==> config.mk <==
export PLATFORM = sky130hd
export DESIGN_NAME = matrix_keyboard_typematic_scanner_top
export DESIGN_NICKNAME = d
export VERILOG_FILES = /design/src/design/mks_pkg.sv /design/src/design/mks_front.sv /design/src/design/mks_queue.sv /design/src/design/mks_back.sv /design/src/design/matrix_keyboard_typematic_scanner_top.sv
export SDC_FILE = /design/constraint.sdc
export NUM_CORES = 1
export LEC_CHECK = 0
export BUFFER_PORTS_ARGS = -buffer_cell sky130_fd_sc_hd__buf_2
export CORE_MARGIN = 5
export CORE_UTILIZATION = 45
export CTS_CLUSTER_SIZE = 25
export DETAILED_ROUTE_END_ITERATION = 7
export PLACE_DENSITY = 0.66
export SLEW_MARGIN = 0
export SYNTH_ARGS = -nofsm -noshare
export SYNTH_HDL_FRONTEND = slang
export SYNTH_SLANG_ARGS = --single-unit
==> constraint.sdc <==
create_clock -name clk -period 3.1 [get_ports clk]
set_input_delay 0.155 -clock clk [delete_from_list [all_inputs] [get_ports clk]]
set_output_delay 0.155 -clock clk [all_outputs]
set_load 0.02 [all_outputs]
==> src/design/mks_pkg.sv <==
`default_nettype none

package mks_pkg;

	// func field codes
	localparam logic [1:0] FUNC_SCAN  = 2'd0;
	localparam logic [1:0] FUNC_POP   = 2'd1;
	localparam logic [1:0] FUNC_CLEAR = 2'd2;

	// configuration register indexes
	localparam logic REG_INITIAL_DELAY   = 1'b0;
	localparam logic REG_REPEAT_INTERVAL = 1'b1;

	localparam logic [7:0] INITIAL_DELAY_RESET   = 8'd16;
	localparam logic [7:0] REPEAT_INTERVAL_RESET = 8'd4;

	// history value for "no key held"
	localparam logic [7:0] NO_KEY   = 8'hFF;
	localparam logic [7:0] JOY_IDLE = 8'hFF;
	localparam logic [7:0] ROW_IDLE = 8'hFF;

	// matrix positions the joystick maps onto
	localparam logic [5:0] JOY_POS_UPDOWN    = 6'h07;
	localparam logic [5:0] JOY_POS_LEFTRIGHT = 6'h02;
	localparam logic [5:0] JOY_POS_FIRE      = 6'h01;
	localparam logic [2:0] MOD_SHIFT         = 3'h1;
	localparam logic [2:0] MOD_NONE          = 3'h0;

	typedef enum logic [2:0] {
		CMD_NOP,
		CMD_FORGET,
		CMD_KEY,
		CMD_POP,
		CMD_CLEAR
	} cmd_t;

	// one classified beat between front and back
	typedef struct packed {
		cmd_t       cmd;
		logic [5:0] pos;
		logic [2:0] mods;
		logic [7:0] code;
	} entry_t;

	localparam logic [2:0] MOD_BITS [64] = '{
		3'd0, 3'd0, 3'd0, 3'd0, 3'd0, 3'd0, 3'd0, 3'd0,
		3'd0, 3'd0, 3'd0, 3'd0, 3'd0, 3'd0, 3'd0, 3'd1,
		3'd0, 3'd0, 3'd0, 3'd0, 3'd0, 3'd0, 3'd0, 3'd0,
		3'd0, 3'd0, 3'd0, 3'd0, 3'd0, 3'd0, 3'd0, 3'd0,
		3'd0, 3'd0, 3'd0, 3'd0, 3'd0, 3'd0, 3'd0, 3'd0,
		3'd0, 3'd0, 3'd0, 3'd0, 3'd0, 3'd0, 3'd0, 3'd0,
		3'd0, 3'd0, 3'd0, 3'd0, 3'd1, 3'd0, 3'd0, 3'd0,
		3'd0, 3'd0, 3'd4, 3'd0, 3'd0, 3'd2, 3'd0, 3'd0
	};

	localparam logic [7:0] PLAIN_CODES [64] = '{
		8'h14, 8'h0D, 8'h1D, 8'h88, 8'h85, 8'h86, 8'h87, 8'h11,
		8'h33, 8'h77, 8'h61, 8'h34, 8'h7A, 8'h73, 8'h65, 8'h00,
		8'h35, 8'h72, 8'h64, 8'h36, 8'h63, 8'h66, 8'h74, 8'h78,
		8'h37, 8'h79, 8'h67, 8'h38, 8'h62, 8'h68, 8'h75, 8'h76,
		8'h39, 8'h69, 8'h6A, 8'h30, 8'h6D, 8'h6B, 8'h6F, 8'h6E,
		8'h2B, 8'h70, 8'h6C, 8'h2D, 8'h2E, 8'h3A, 8'h40, 8'h2C,
		8'h5C, 8'h2A, 8'h3B, 8'h13, 8'h01, 8'h3D, 8'h7C, 8'h2F,
		8'h31, 8'h60, 8'h00, 8'h32, 8'h20, 8'h00, 8'h71, 8'h03
	};

	localparam logic [7:0] SHIFT_CODES [64] = '{
		8'h94, 8'h8D, 8'h9D, 8'h8C, 8'h89, 8'h8A, 8'h8B, 8'h91,
		8'h23, 8'h57, 8'h41, 8'h24, 8'h5A, 8'h53, 8'h45, 8'h00,
		8'h25, 8'h52, 8'h44, 8'h26, 8'h43, 8'h46, 8'h54, 8'h58,
		8'h27, 8'h59, 8'h47, 8'h28, 8'h42, 8'h48, 8'h55, 8'h56,
		8'h29, 8'h49, 8'h4A, 8'h30, 8'h4D, 8'h4B, 8'h4F, 8'h4E,
		8'h7B, 8'h50, 8'h4C, 8'h7D, 8'h3E, 8'h5B, 8'hBA, 8'h3C,
		8'h5F, 8'h60, 8'h5D, 8'h93, 8'h00, 8'h3D, 8'h5E, 8'h3F,
		8'h21, 8'h7E, 8'h00, 8'h22, 8'hA0, 8'h00, 8'h51, 8'h83
	};

endpackage

`default_nettype wire

==> src/design/mks_front.sv <==
`default_nettype none

module mks_front (
	input  wire logic [1:0]      func,
	input  wire logic            io_accessible,
	input  wire logic [7:0]      joystick_port,
	input  wire logic [63:0]     matrix,
	output mks_pkg::entry_t      entry
);
	import mks_pkg::*;

	logic       joy_active;
	logic       joy_hit;
	logic [5:0] joy_pos;
	logic [2:0] joy_mods;
	logic       kb_hit;
	logic [5:0] kb_pos;
	logic [2:0] kb_mods;
	logic       hit;
	logic [5:0] pos;
	logic [2:0] mods;
	logic [7:0] code;

	assign joy_active = (joystick_port != JOY_IDLE);

	// joystick bits 0..4 in priority order
	always_comb begin
		joy_hit  = 1'b1;
		joy_pos  = JOY_POS_UPDOWN;
		joy_mods = MOD_NONE;
		priority if (!joystick_port[0]) begin
			joy_pos  = JOY_POS_UPDOWN;
			joy_mods = MOD_SHIFT;
		end else if (!joystick_port[1]) begin
			joy_pos  = JOY_POS_UPDOWN;
		end else if (!joystick_port[2]) begin
			joy_pos  = JOY_POS_LEFTRIGHT;
			joy_mods = MOD_SHIFT;
		end else if (!joystick_port[3]) begin
			joy_pos  = JOY_POS_LEFTRIGHT;
		end else if (!joystick_port[4]) begin
			joy_pos  = JOY_POS_FIRE;
		end else begin
			joy_hit  = 1'b0;
		end
	end

	// highest pressed non-modifier position, modifiers ORed
	always_comb begin
		kb_hit  = 1'b0;
		kb_pos  = '0;
		kb_mods = MOD_NONE;
		for (int i = 0; i < 64; i++) begin
			if (!matrix[i]) begin
				kb_mods = kb_mods | MOD_BITS[i];
				if (MOD_BITS[i] == MOD_NONE) begin
					kb_hit = 1'b1;
					kb_pos = 6'(i);
				end
			end
		end
	end

	assign hit  = joy_active ? joy_hit  : kb_hit;
	assign pos  = joy_active ? joy_pos  : kb_pos;
	assign mods = joy_active ? joy_mods : kb_mods;
	assign code = (mods != MOD_NONE) ? SHIFT_CODES[pos] : PLAIN_CODES[pos];

	always_comb begin
		entry.pos  = pos;
		entry.mods = mods;
		entry.code = code;
		unique case (func)
			FUNC_SCAN: begin
				if (!io_accessible)
					entry.cmd = CMD_NOP;
				else if (hit && code != 8'h00)
					entry.cmd = CMD_KEY;
				else
					entry.cmd = CMD_FORGET;
			end
			FUNC_POP:   entry.cmd = CMD_POP;
			FUNC_CLEAR: entry.cmd = CMD_CLEAR;
			default:    entry.cmd = CMD_NOP;
		endcase
	end

endmodule

`default_nettype wire

==> src/design/mks_queue.sv <==
`default_nettype none

module mks_queue (
	input  wire logic            clk,
	input  wire logic            arst_n,
	input  wire logic            push,
	input  wire mks_pkg::entry_t push_data,
	output logic                 not_full,
	input  wire logic            pop,
	output logic                 not_empty,
	output mks_pkg::entry_t      pop_data
);
	import mks_pkg::*;

	entry_t     slot_q [2];
	logic       wr_ptr_q;
	logic       rd_ptr_q;
	logic [1:0] count_q;

	assign not_full  = (count_q != 2'd2);
	assign not_empty = (count_q != 2'd0);
	assign pop_data  = slot_q[rd_ptr_q];

	always_ff @(posedge clk) begin
		if (push && not_full)
			slot_q[wr_ptr_q] <= push_data;
	end

	always_ff @(posedge clk or negedge arst_n) begin
		if (!arst_n) begin
			wr_ptr_q <= 1'b0;
			rd_ptr_q <= 1'b0;
			count_q  <= 2'd0;
		end else begin
			if (push && not_full)
				wr_ptr_q <= ~wr_ptr_q;
			if (pop && not_empty)
				rd_ptr_q <= ~rd_ptr_q;
			count_q <= count_q + 2'(push && not_full) - 2'(pop && not_empty);
		end
	end

endmodule

`default_nettype wire

==> src/design/mks_back.sv <==
`default_nettype none

module mks_back #(
	parameter int BUFFER_DEPTH = 16
) (
	input  wire logic            clk,
	input  wire logic            arst_n,
	input  wire logic            write_enable,
	input  wire logic            reg_index,
	input  wire logic [7:0]      write_data,
	input  wire logic            q_valid,
	input  wire mks_pkg::entry_t q_data,
	output logic                 q_pop,
	output logic                 out_valid,
	input  wire logic            out_ready,
	output logic                 key_valid,
	output logic [7:0]           key_code,
	output logic [4:0]           queued_keys,
	output logic                 key_pushed,
	output logic                 key_dropped
);
	import mks_pkg::*;

	localparam int AW = (BUFFER_DEPTH > 1) ? $clog2(BUFFER_DEPTH) : 1;
	localparam int CW = $clog2(BUFFER_DEPTH + 1);
	localparam logic [AW-1:0] LAST_IDX = AW'(BUFFER_DEPTH - 1);
	localparam logic [CW-1:0] FULL_CNT = CW'(BUFFER_DEPTH);

	logic [7:0]    delay_q;
	logic [7:0]    interval_q;
	logic [7:0]    last_pos_q;
	logic [7:0]    last_mod_q;
	logic [7:0]    countdown_q;
	logic [AW-1:0] head_q;
	logic [AW-1:0] tail_q;
	logic [CW-1:0] count_q;
	logic [7:0]    key_store [BUFFER_DEPTH];
	logic [7:0]    rd_data_q;

	logic          out_valid_q;
	logic          key_valid_q;
	logic          pushed_q;
	logic          dropped_q;

	logic          fire;
	logic          same_pos;
	logic          same_mod;
	logic          produce;
	logic          push;
	logic          drop;
	logic          pop_hit;
	logic [7:0]    last_pos_d;
	logic [7:0]    last_mod_d;
	logic [7:0]    countdown_d;
	logic [AW-1:0] head_d;
	logic [AW-1:0] tail_d;
	logic [CW-1:0] count_d;
	logic [CW+4:0] count_ext;

	assign fire  = q_valid && (!out_valid_q || out_ready);
	assign q_pop = fire;

	assign same_pos = (last_pos_q == {2'b00, q_data.pos});
	assign same_mod = (last_mod_q == {5'b00000, q_data.mods});

	always_comb begin
		last_pos_d  = last_pos_q;
		last_mod_d  = last_mod_q;
		countdown_d = countdown_q;
		head_d      = head_q;
		tail_d      = tail_q;
		count_d     = count_q;
		produce     = 1'b0;
		pop_hit     = 1'b0;
		unique case (q_data.cmd)
			CMD_FORGET: begin
				last_pos_d = NO_KEY;
				last_mod_d = NO_KEY;
			end
			CMD_KEY: begin
				if (same_pos && same_mod) begin
					if (countdown_q == 8'd0) begin
						countdown_d = interval_q;
						produce     = 1'b1;
					end else begin
						countdown_d = countdown_q - 8'd1;
					end
				end else if (same_pos) begin
					// modifier change on the held key: re-arm only
					countdown_d = delay_q;
					last_mod_d  = {5'b00000, q_data.mods};
				end else begin
					countdown_d = delay_q;
					last_pos_d  = {2'b00, q_data.pos};
					last_mod_d  = {5'b00000, q_data.mods};
					produce     = 1'b1;
				end
			end
			CMD_POP: begin
				if (count_q != '0) begin
					pop_hit = 1'b1;
					head_d  = (head_q == LAST_IDX) ? '0 : head_q + AW'(1);
					count_d = count_q - CW'(1);
				end
			end
			CMD_CLEAR: begin
				head_d  = '0;
				tail_d  = '0;
				count_d = '0;
			end
			default: ;
		endcase
		push = produce && (count_q != FULL_CNT);
		drop = produce && (count_q == FULL_CNT);
		if (push) begin
			tail_d  = (tail_q == LAST_IDX) ? '0 : tail_q + AW'(1);
			count_d = count_q + CW'(1);
		end
	end

	// key buffer, registered read at the head
	always_ff @(posedge clk) begin
		if (fire && push)
			key_store[tail_q] <= q_data.code;
		if (fire)
			rd_data_q <= key_store[head_q];
	end

	always_ff @(posedge clk or negedge arst_n) begin
		if (!arst_n) begin
			delay_q     <= INITIAL_DELAY_RESET;
			interval_q  <= REPEAT_INTERVAL_RESET;
		end else if (write_enable) begin
			unique case (reg_index)
				REG_INITIAL_DELAY:   delay_q    <= write_data;
				REG_REPEAT_INTERVAL: interval_q <= write_data;
				default: ;
			endcase
		end
	end

	always_ff @(posedge clk or negedge arst_n) begin
		if (!arst_n) begin
			last_pos_q  <= NO_KEY;
			last_mod_q  <= NO_KEY;
			countdown_q <= INITIAL_DELAY_RESET;
			head_q      <= '0;
			tail_q      <= '0;
			count_q     <= '0;
			out_valid_q <= 1'b0;
			key_valid_q <= 1'b0;
			pushed_q    <= 1'b0;
			dropped_q   <= 1'b0;
		end else begin
			if (fire) begin
				last_pos_q  <= last_pos_d;
				last_mod_q  <= last_mod_d;
				countdown_q <= countdown_d;
				head_q      <= head_d;
				tail_q      <= tail_d;
				count_q     <= count_d;
				key_valid_q <= pop_hit;
				pushed_q    <= push;
				dropped_q   <= drop;
			end
			if (fire)
				out_valid_q <= 1'b1;
			else if (out_ready)
				out_valid_q <= 1'b0;
		end
	end

	assign count_ext   = (CW + 5)'(count_q);
	assign out_valid   = out_valid_q;
	assign key_valid   = key_valid_q;
	assign key_code    = key_valid_q ? rd_data_q : 8'h00;
	assign queued_keys = count_ext[4:0];
	assign key_pushed  = pushed_q;
	assign key_dropped = dropped_q;

	a_count_bound: assert property (@(posedge clk) disable iff (!arst_n)
		count_q <= FULL_CNT)
		else $error("key buffer count beyond depth");

	a_empty_ptrs: assert property (@(posedge clk) disable iff (!arst_n)
		(count_q == '0) |-> (head_q == tail_q))
		else $error("empty buffer with head and tail apart");

	a_push_xor_drop: assert property (@(posedge clk) disable iff (!arst_n)
		out_valid_q |-> !(pushed_q && dropped_q))
		else $error("beat flagged both pushed and dropped");

	a_pop_count: assert property (@(posedge clk) disable iff (!arst_n)
		(fire && pop_hit) |=> (count_q == $past(count_q) - CW'(1)))
		else $error("pop did not lower the count");

	a_drop_full: assert property (@(posedge clk) disable iff (!arst_n)
		(fire && drop) |=> (count_q == FULL_CNT))
		else $error("drop while buffer not full");

endmodule

`default_nettype wire

==> src/design/matrix_keyboard_typematic_scanner_top.sv <==
// Keyboard matrix scanner with typematic auto-repeat and a key code buffer.
//
// Input channel (in_valid/in_ready): one beat is a command. func selects a
// scan tick (joystick byte plus eight active-low row bytes), a pop of one
// key code, or a clear of the buffer. Output channel (out_valid/out_ready):
// exactly one result beat per input beat, in order.
// Config port: write_enable/reg_index/write_data, index 0 initial delay,
// index 1 repeat interval, taken on any edge with write_enable high. Write
// only while no beat is in flight.
// A beat waits in the two-entry queue and is registered into the output
// register once that register is free. Throughput: one beat per cycle unless
// a stalled receiver holds the output register; the front classifier is pure
// logic, the back applies the repeat state and buffer update once per cycle.
// Reset: no key held, countdown at 16, buffer empty, delay 16, interval 4.
// A stalled receiver holds the output register; the two-entry queue between
// front and back then takes up to two beats behind it and in_ready drops.
`default_nettype none

module matrix_keyboard_typematic_scanner_top #(
	parameter int BUFFER_DEPTH = 16
) (
	input  wire logic       clk,
	input  wire logic       arst_n,
	// config write port
	input  wire logic       write_enable,
	input  wire logic       reg_index,
	input  wire logic [7:0] write_data,
	// command beats
	input  wire logic       in_valid,
	output logic            in_ready,
	input  wire logic [1:0] func,
	input  wire logic       io_accessible,
	input  wire logic [7:0] joystick_port,
	input  wire logic [7:0] row_col0,
	input  wire logic [7:0] row_col1,
	input  wire logic [7:0] row_col2,
	input  wire logic [7:0] row_col3,
	input  wire logic [7:0] row_col4,
	input  wire logic [7:0] row_col5,
	input  wire logic [7:0] row_col6,
	input  wire logic [7:0] row_col7,
	// result beats
	output logic            out_valid,
	input  wire logic       out_ready,
	output logic            key_valid,
	output logic [7:0]      key_code,
	output logic [4:0]      queued_keys,
	output logic            key_pushed,
	output logic            key_dropped
);
	import mks_pkg::*;

	logic [63:0] matrix;
	entry_t      front_entry;
	entry_t      q_data;
	logic        q_valid;
	logic        q_pop;

	// bit x of row_colY is matrix position 8*Y+x
	assign matrix = {row_col7, row_col6, row_col5, row_col4,
	                 row_col3, row_col2, row_col1, row_col0};

	// front: decode the scan into position, modifiers and key code
	mks_front u_front (
		.func          (func),
		.io_accessible (io_accessible),
		.joystick_port (joystick_port),
		.matrix        (matrix),
		.entry         (front_entry)
	);

	// decoupling queue, lets front and back stall independently
	mks_queue u_queue (
		.clk       (clk),
		.arst_n    (arst_n),
		.push      (in_valid),
		.push_data (front_entry),
		.not_full  (in_ready),
		.pop       (q_pop),
		.not_empty (q_valid),
		.pop_data  (q_data)
	);

	// back: repeat timing, key buffer and output register
	mks_back #(
		.BUFFER_DEPTH (BUFFER_DEPTH)
	) u_back (
		.clk          (clk),
		.arst_n       (arst_n),
		.write_enable (write_enable),
		.reg_index    (reg_index),
		.write_data   (write_data),
		.q_valid      (q_valid),
		.q_data       (q_data),
		.q_pop        (q_pop),
		.out_valid    (out_valid),
		.out_ready    (out_ready),
		.key_valid    (key_valid),
		.key_code     (key_code),
		.queued_keys  (queued_keys),
		.key_pushed   (key_pushed),
		.key_dropped  (key_dropped)
	);

endmodule

`default_nettype wire

==> After elaboration in Yosys (flattened, before gate mapping) <==
Memory sizes are Yosys's and may differ from the RTL's. A register that Yosys moved wholly into a read port is not among the register bits.
Index checks and enable logic that the tools add are counted.
{ "word_totals": {"mem_bits_ro": 1024, "out_inout_bits": 18, "n_memories": 4, "elab_cells": 254, "ff_bits": 61, "ramBits": 168, "in_bits": 89} }
{ "mem_list": {"columns": ["name", "words", "width", "rd", "rd_ports_with_merged_regs", "write_ports", "line", "rtl"], "rows": [
  ["(no name shown)", 64, 8, 1, 0, 0, "mks_front.sv:67", "assign code = (mods != MOD_NONE) ? SHIFT_CODES[pos] : PLAIN_CODES[pos];"],
  ["(no name shown)", 64, 8, 1, 0, 0, "mks_front.sv:67", null],
  ["u_back.key_store", 16, 8, 1, 1, 1, "mks_back.sv:37", "logic [7:0] key_store [BUFFER_DEPTH];"],
  ["u_queue.slot_q", 2, 20, 1, 0, 1, "mks_queue.sv:15", "entry_t slot_q [2];"]
]} }
{ "op_classes": {"bitwise": 4, "eq_ne": 18, "n_reduce_logical": 29, "addsub": 7, "n_lt_le_gt_ge": 1, "n_mux": 176} }
{ "ops": {"columns": ["cell", "count"], "rows": [
  ["$mux 6", 59],
  ["$mux 8", 11],
  ["$mux 1", 84],
  ["$pmux 8 s2", 2],
  ["$mux 3", 8],
  ["$mux 4", 5],
  ["$mux 5", 2],
  ["$pmux 5 s2", 1],
  ["$reduce_bool 2->1", 5],
  ["$pmux 3 s3", 1],
  ["$reduce_and 3->1", 3],
  ["$add 4x1->4 const B", 2],
  ["$eq 4x4->1 const B", 2],
  ["$eq 8x3->1", 1],
  ["$eq 8x6->1", 1],
  ["$logic_and 1x1->1", 8],
  ["$logic_not 8->1", 1],
  ["$ne 8x8->1 const B", 1],
  ["$pmux 4 s2", 1],
  ["$reduce_and 2->1", 4],
  ["$reduce_bool 8->1", 1],
  ["$sub 8x1->8 const B", 1],
  ["$ge 7x7->1 const B", 1],
  ["$not 6->7", 1],
  ["22 further kinds", 29]
]} }

==> Depth between registers and ports, before layout <==
Gate-level depths: netlist of the first run.
{ "logic_depth": {"depth_word": 70, "mapped_depth": 18, "mapped_depth_nobuf": 16} }

==> By module <==
Synthesis of the first run repeated with hierarchy kept, for this count alone.
{ "unflattened": {"cells_unflattened": 969, "hier_area_um2": 12105.4} }
{ "by_module_without_submodules": {"columns": ["module", "instances", "cells_each", "seq_area_each_um2", "area_per_inst_um2"], "rows": [
  ["mks_back", 1, 493, 5402.7, 8086.5],
  ["mks_front", 1, 392, 0.0, 2348.5],
  ["mks_queue", 1, 84, 1301.2, 1670.4]
]} }

==> Least setup slack after synthesis of the first run <==
Ideal clock, no wire load.
{ "synth_path": {"kind": "input-to-reg", "start": "in joystick_port[3]", "end": "mem u_queue.slot_q[0][18] (netlist name), data pin", "path_slack_ps": -1129, "required_ps": 2825, "arrival_time_ps": 3954, "n_path_buf": 3, "stages": 18, "setup_ps": 275, "path_cell_list": "and4_1 > and3_1 > buf_2 > a31oi_1 > a21o_1 > nor2_1 > clkbuf_1 > inv_1 > ha_1 > clkbuf_1 > nor2_1 > a21oi_1 > o21ai_1 > o221a_1 > a2111o_1 > or4_1 > nor4_2 > o22ai_1"} }
{ "synth_lines": {"columns": ["item", "line", "rtl"], "rows": [
  ["start: declaration", "matrix_keyboard_typematic_scanner_top.sv:33", "input wire logic [7:0] joystick_port,"],
  ["end: declaration", "mks_queue.sv:15", null]
]} }

==> flow_metrics.py, run 1 <==
metrics = {
    "yosys": {
        "synthTopCellsByCount": "edfxtp_1, nand2_1, o21ai_0",
        "synth_edf_count": 176,
        "synth.largest_area_cell": "edfxtp_1",
        "synth.most_common_cell": "edfxtp_1",
        "synthArstFlopShare": 0.2414,
        "ys_seq_elements": 232,
        "ys_seq_area_frac": 0.5650,
        "syn_area_per_cell_um2": 11.54,
        "synth_warnings": 0,
        "synth_area_leaders": "edfxtp_1, dfrtp_1, dfstp_2, mux2i_1, o21ai_0",
        "synth_nets": 1134,
        "synth_ff_type": "edfxtp_1",
        "yosysUniqueCellTypes": 73,
        "synth_cells": 1028,
        "netlist_area_um2": 11870,
        "synth.top_cell.area_share": 0.4454,
    },
    "min_path": {
        "min_path_type": "in2reg",
        "whs_endpoint": "u_queue.slot_q[0][8]$_DFFE_PP_",
        "hold_depth": 2,
        "min-delay-start": "row_col6[4]",
    },
    "clock_tree": {
        "cts_root_buf": "clkbuf_16",
        "clockBufferDepth": 3,
        "cts_buffers": 22,
        "clk_pin_slew_worst_paths_ns": 0.06,
        "clkLatencyLatePin_ns": 0.51,
        "cts.sinks": 232,
        "cts-htree-levels": 1,
        "cts_tree": "done",
    },
    "status": {
        "violations": "negative setup slack",
        "status": "complete, but fails checks",
    },
    "timing": {
        "fin_ws_ns": -0.02640,
        "skew_ns": 0.01421,
        "rsz0062_at_grt": "true",
        "setup_violations": 2,
        "period_minus_slack_ns": 3.126,
        "fmax_mhz": 319.9,
        "whs_ns": 0.02980,
        "max_slew.worst_pin.slew_ns": 0.9451,
        "maxSlewViolCount": 0,
        "post-route-period-util": 1.009,
        "hold_viol_final": 0,
        "max_slew_margin": 0.3699,
    },
    "worst_setup_path": {
        "cpPeakStageDelay_ns": 0.55,
        "crit_path_frequent_cell": "buf_4",
        "start_kind": "primary input",
        "crit_type": "in2reg",
        "reg2reg_slack_ns": 0.22,
        "arrival_ns": 3.36,
        "critPathMaxFanout": 7,
        "required_ns": 3.33,
        "end_kind": "flop",
        "r2r_cells": 12,
        "crit_chain": "buf_2, buf_4, a21oi_1, buf_4, a31oi_4, a211o_1, and2_4, ha_4, nor3_4, a211oi_2, o21ai_1, o221a_1, a2111o_1, or4_4, nor4_4, o22ai_2",
        "reg2reg_from": "u_back.countdown_q[0]$_DFFE_PN0P_",
        "rr_endpoint": "u_back.key_store[11][4]$_DFFE_PP_",
        "worst_path_max_delay_cell": "or4_4",
    },
    "power_and_ir_drop": {
        "leakage_nw": 5.954,
        "power_frac_clock": 0.251,
        "combPwrFrac": 0.296,
        "peakVddDrop_mv": 0.5988,
        "pwr_density_cell_nw_per_um2": 639.7,
        "seqPwrFrac": 0.453,
        "switching_share": 0.3170,
        "switching_power_mw": 3.111,
        "intPower_mw": 6.705,
        "fin_total_pwr_mw": 9.816,
    },
    "global_routing": {
        "first_global_vias": 9402,
        "grt_first_pass_wirelength_um": 49710,
        "antenna_found_initial": 0,
        "grt_max_degree": 39,
        "track_usage": 0.2084,
        "gr-total-overflow": 0,
    },
    "route": {
        "via_per_inst": 5.619,
        "drt_wl_total_um": 31230,
        "drtAntennaViolNets": 0,
        "avgRoutedWirePerCell_um": 18.54,
        "drc": 0,
        "first_pass_iters": 6,
        "drtIter0Drc": 833,
        "routed-via-count": 9468,
    },
    "placed_design": {
        "gp_congestion": 0.9102,
        "numPortBuffers": 106,
        "dp_hpwl_um": 22930,
    },
    "floorplanning": {
        "io_pins": 107,
        "die_h_um": 172.4,
        "die_x_um": 172.4,
        "initial_core_util": 0.4567,
        "core_um2": 25980,
        "fp.dieArea_um2": 29720,
        "rows": 59,
    },
    "layout": {
        "n_fill_cell": 2142,
        "multi_input_area_um2": 5127,
        "seq_area_um2": 6706,
        "drive_gt1_frac": 0.3533,
        "area_delta_synth_final_pct": 29.31,
        "nets": 1441,
        "diodes": 0,
    },
    "run": {
        "drv_cap": 0,
    },
}
==> critical path, delay by kind of cell <==
family	cells	cell delay [ns]
buf+inv	3	0.43
simple gates	4	0.98
fa+ha+maj	1	0.33
compound gates	8	1.45
==> cell families after synthesis <==
| logic type | Yosys count | share of synthesized area |
|---|---|---|
| AOI/OAI and AO/OA | 279 | 0.1524 |
| adders and majority gates | 17 | 0.01792 |
| buffers and inverters | 79 | 0.02678 |
| xor gates and xnor gates | 17 | 0.01255 |
| DFF | 232 | 0.5650 |
| muxes | 84 | 0.09110 |
| and+or+nand+nor | 320 | 0.1343 |
==> placed cells by master, fill, tap and decap left out, types with 16 or more instances in the layout <==
cell / count
dfrtp_1: 40
a21oi_1: 56
a31oi_1: 22
nand2_1: 83
and2_1: 26
nand4_1: 21
mux2_2: 32
inv_1: 26
o21ai_0: 67
nor2_1: 68
edfxtp_1: 176
buf_4: 204
mux4_2: 16
buf_2: 101
nand3_1: 34
clkbuf_16: 23
mux2i_1: 34
==> power groups by stage <==
| stage | Sequential, mW | Combinational [mW] | Clock, mW |
|---|---|---|---|
| final | 4.45 | 2.90 | 2.47 |
| after global routing | 4.50 | 3.20 | 2.64 |
| after CTS | 4.44 | 2.88 | 2.51 |
| after detailed placement | 4.50 | 2.85 | 0 |
| after global placement | 4.48 | 2.78 | 0 |
| after floorplan | 4.45 | 1.87 | 0 |
==> through the flow <==
step | area (um^2) | TNS, ns | cells | setup WS, ns | util
after global routing | 15340 | -0.6374 | 1685 | -0.1917 | 0.5905
final | 15340 | -0.05243 | 1685 | -0.02640 | 0.5905
after CTS | 15130 | 0 | 1680 | 0.001664 | 0.5822
after floorplan | 12010 | -1.829 | 1028 | -0.4886 | -
after global placement | 14240 | -4.006 | 1622 | -0.6679 | 0.5481
after detailed placement | 14240 | -4.016 | 1622 | -0.7031 | 0.5481
==> sequential cells by signal, summed over array words and instances (netlist names), 4 cells and up <==
name                flops
u_back.key_store      128
u_queue.slot_q         40
u_back.countdown_q      8
u_back.delay_q          8
u_back.interval_q       8
u_back.rd_data_q        8
u_back.last_pos_q       7
u_back.queued_keys      5
u_back.head_q           4
u_back.last_mod_q       4
u_back.tail_q           4
==> cell type report <==
class | instances | area share
Sequential cell | 232 | 0.4371
Multi-Input combinational cell | 717 | 0.3341
Timing Repair Buffer | 327 | 0.1495
Clock buffer | 26 | 0.03889
Tap cell | 335 | 0.02732
Inverter | 35 | 0.008888
Clock inverter | 13 | 0.004240
==> repair_timing <==
item | in CTS | in global routing
cloned | 0 | 0
pin swaps | 13 | 13
endpoints found under the hold margin | 58 | 0
hold buffers | 14 | 0
gates resized for setup | 14 | 45
buffers inserted | 5 | 6
endpoints found under the setup margin | 4 | 101
==> worst max-delay path by stage <==
stage / startpoint / slack, ns / endpoint
final: joystick_port[2] / -0.03 / u_queue.slot_q[1][18]$_DFFE_PP_
after global routing: row_col0[2] / -0.19 / u_queue.slot_q[0][18]$_DFFE_PP_
after CTS: row_col0[2] / 0.002 / u_queue.slot_q[0][18]$_DFFE_PP_
after detailed placement: row_col5[1] / -0.70 / u_queue.slot_q[1][18]$_DFFE_PP_
after global placement: row_col5[0] / -0.67 / u_queue.slot_q[0][18]$_DFFE_PP_
after floorplan: joystick_port[0] / -0.49 / u_queue.slot_q[0][18]$_DFFE_PP_
==> routing by layer <==
| metal | vias up | wire length (um) | track usage |
|---|---|---|---|
| met2 | 271 | 15760 | 0.3678 |
| met3 | 62 | 1259 | 0.01669 |
| met4 | 0 | 884 | 0.06049 |
| li1 | 4577 | - | - |
| met5 | - | 0 | 0 |
| met1 | 4558 | 13330 | 0.2764 |
(Power assumes the default switching activity.)
==> inputs of run 2 (changes only) <==
--- a/config.mk
+++ b/config.mk
@@ -11,6 +11,7 @@
 export CTS_CLUSTER_SIZE = 25
 export DETAILED_ROUTE_END_ITERATION = 7
 export PLACE_DENSITY = 0.66
+export SKIP_CTS_REPAIR_TIMING = 1
 export SLEW_MARGIN = 0
 export SYNTH_ARGS = -nofsm -noshare
 export SYNTH_HDL_FRONTEND = slang
==> run 2 against run 1 <==
The flow finishes with violations (negative hold slack). Register-to-register slack worse by 0.06 ns. Count of clock-buffer cells in the layout did not move. Global-route usage fell by 0.20 points.
==> flow_metrics.py, run 2 (synthesis gave the netlist of run 1 again) <==
metrics = {
    "worst_setup_path": {
        "end_kind": "flop",
        "cpPeakStageDelay_ns": 0.37,
        "start_kind": "primary input",
        "rr_endpoint": "u_back.key_store[5][2]$_DFFE_PP_",
        "required_ns": 3.33,
        "reg2reg_slack_ns": 0.16,
        "crit_chain": "buf_2, buf_4, inv_1, o21ai_2, buf_4, a21oi_2, nand2_1, a211o_1, and2_4, ha_4, buf_4, and2_1, buf_4, nor2_1, a221oi_1, a311oi_1, o21ai_1, nand2_1, nor4_4, o22ai_2",
        "reg2reg_from": "u_back.countdown_q[0]$_DFFE_PN0P_",
        "crit_type": "in2reg",
        "r2r_cells": 11,
        "arrival_ns": 3.30,
        "critPathMaxFanout": 8,
        "crit_path_frequent_cell": "buf_4",
        "worst_path_max_delay_cell": "a221oi_1",
    },
    "placed_design": {
        "numPortBuffers": 106,
        "dpl_worst_slack_ns": -0.7031,
        "dp_cells": 1622,
        "dp_hpwl_um": 22930,
        "placed_cell_area_um2": 14240,
        "gp_congestion": 0.9102,
    },
    "layout": {
        "layout_commonest_cell": "buf_4",
        "layout_common_cells": "buf_4, edfxtp_1, buf_2, nand2_1, nor2_1",
        "area_delta_synth_final_pct": 28.66,
        "drive_gt1_frac": 0.3545,
        "final_area_um2": 15270,
        "nets": 1431,
        "final_cells": 1675,
        "n_fill_cell": 2150,
        "largestRegisters": "u_back.key_store: 128 flops, u_queue.slot_q: 40 flops",
        "diodes": 0,
        "regMostFlops": "u_back.key_store",
        "largest_register_ffs": 128,
    },
    "timing": {
        "skew_ns": 0.01469,
        "maxSlewViolCount": 0,
        "fin_setup_tns_ns": 0,
        "period_minus_slack_ns": 3.069,
        "rsz0062_at_grt": "true",
        "max_slew.worst_pin.slew_ns": 0.9448,
        "fin_ws_ns": 0.03136,
        "fmax_mhz": 325.9,
        "whs_ns": -0.01120,
        "setup_violations": 0,
        "max_slew_margin": 0.3701,
        "hold_viol_final": 1,
        "post-route-period-util": 0.9899,
    },
    "power_and_ir_drop": {
        "leakage_nw": 5.902,
        "pwr_density_cell_nw_per_um2": 642.0,
        "peakVddDrop_mv": 0.5971,
        "fin_total_pwr_mw": 9.801,
    },
    "route": {
        "drtIter0Drc": 941,
        "first_pass_iters": 5,
        "routed-via-count": 9439,
        "drtAntennaViolNets": 0,
        "drc": 0,
        "drt_wl_total_um": 31400,
        "via_per_inst": 5.635,
        "avgRoutedWirePerCell_um": 18.75,
    },
    "status": {
        "violations": "negative hold slack",
        "status": "complete, but fails checks",
    },
    "floorplanning": {
        "rows": 59,
        "initial_core_util": 0.4567,
        "io_pins": 107,
        "fp.dieArea_um2": 29720,
        "die_x_um": 172.4,
        "core_um2": 25980,
        "die_h_um": 172.4,
    },
    "global_routing": {
        "first_global_vias": 9272,
        "grt_first_pass_wirelength_um": 49230,
        "gr-total-overflow": 0,
        "grt_max_degree": 39,
        "antenna_found_initial": 0,
        "track_usage": 0.2064,
    },
    "clock_tree": {
        "cts.sinks": 232,
        "cts_buffers": 22,
        "cts-htree-levels": 1,
        "cts_root_buf": "clkbuf_16",
        "cts_tree": "done",
        "clockBufferDepth": 3,
        "clkLatencyLatePin_ns": 0.51,
        "clk_pin_slew_worst_paths_ns": 0.06,
    },
    "min_path": {
        "hold_depth": 3,
        "min_path_type": "in2reg",
        "min-delay-start": "in_valid",
        "whs_endpoint": "u_queue.wr_ptr_q$_DFFE_PN0P_",
    },
    "run": {
        "drv_cap": 0,
    },
}
[run 2: how the worst max path moves through the flow]
stage | from | to | slack [ns]
after floorplan | joystick_port[0] | u_queue.slot_q[0][18]$_DFFE_PP_ | -0.49
after global placement | row_col5[0] | u_queue.slot_q[0][18]$_DFFE_PP_ | -0.67
after detailed placement | row_col5[1] | u_queue.slot_q[1][18]$_DFFE_PP_ | -0.70
after CTS | row_col5[1] | u_queue.slot_q[0][18]$_DFFE_PP_ | -0.19
after global routing | row_col5[6] | u_queue.slot_q[0][18]$_DFFE_PP_ | -0.12
final | row_col5[6] | u_queue.slot_q[1][18]$_DFFE_PP_ | 0.03
[run 2: worst max-delay path, delay by kind of cell]
family / cells / cell delay (ns)
buf+inv: 6 / 0.71
simple gates: 6 / 0.90
compound gates: 7 / 1.16
fa+ha+maj: 1 / 0.34
[run 2: where the power goes]
| part | internal [mW] | switching (mW) |
|---|---|---|
| combinational | 1.19 | 1.69 |
| clock | 1.37 | 1.09 |
| sequential | 4.13 | 0.318 |
[run 2: per-stage QoR]
stage | util | hold WS [ns]
finish | 0.5875 | -0.01120
global route | 0.5875 | 0.01334
CTS | 0.5735 | -0.2128
detailed placement | 0.5481 | 0.3135
global placement | 0.5481 | 0.3087
floorplan | - | -0.1406
[run 2: routing by layer]
| metal | wire length, um | GRT usage | vias to the layer above | part of all wire |
|---|---|---|---|---|
| li1 | - | - | 4553 | - |
| met3 | 1140 | 0.01646 | 59 | 0.036 |
| met2 | 15900 | 0.3631 | 243 | 0.51 |
| met4 | 828 | 0.05981 | 0 | 0.026 |
| met5 | 0 | 0 | - | 0 |
| met1 | 13540 | 0.2748 | 4584 | 0.43 |
[run 2: final cells by class]
type                    instances  area, um^2  area share
flip-flops and latches        232        6706      0.4393
multi-input cells             717        5126      0.3358
repair buffers                317        2217      0.1452
clock buffers                  26       596.8     0.03909
well taps                     335       419.2     0.02745
inverters                      35       136.4    0.008933
clock inverters                13       65.06    0.004262
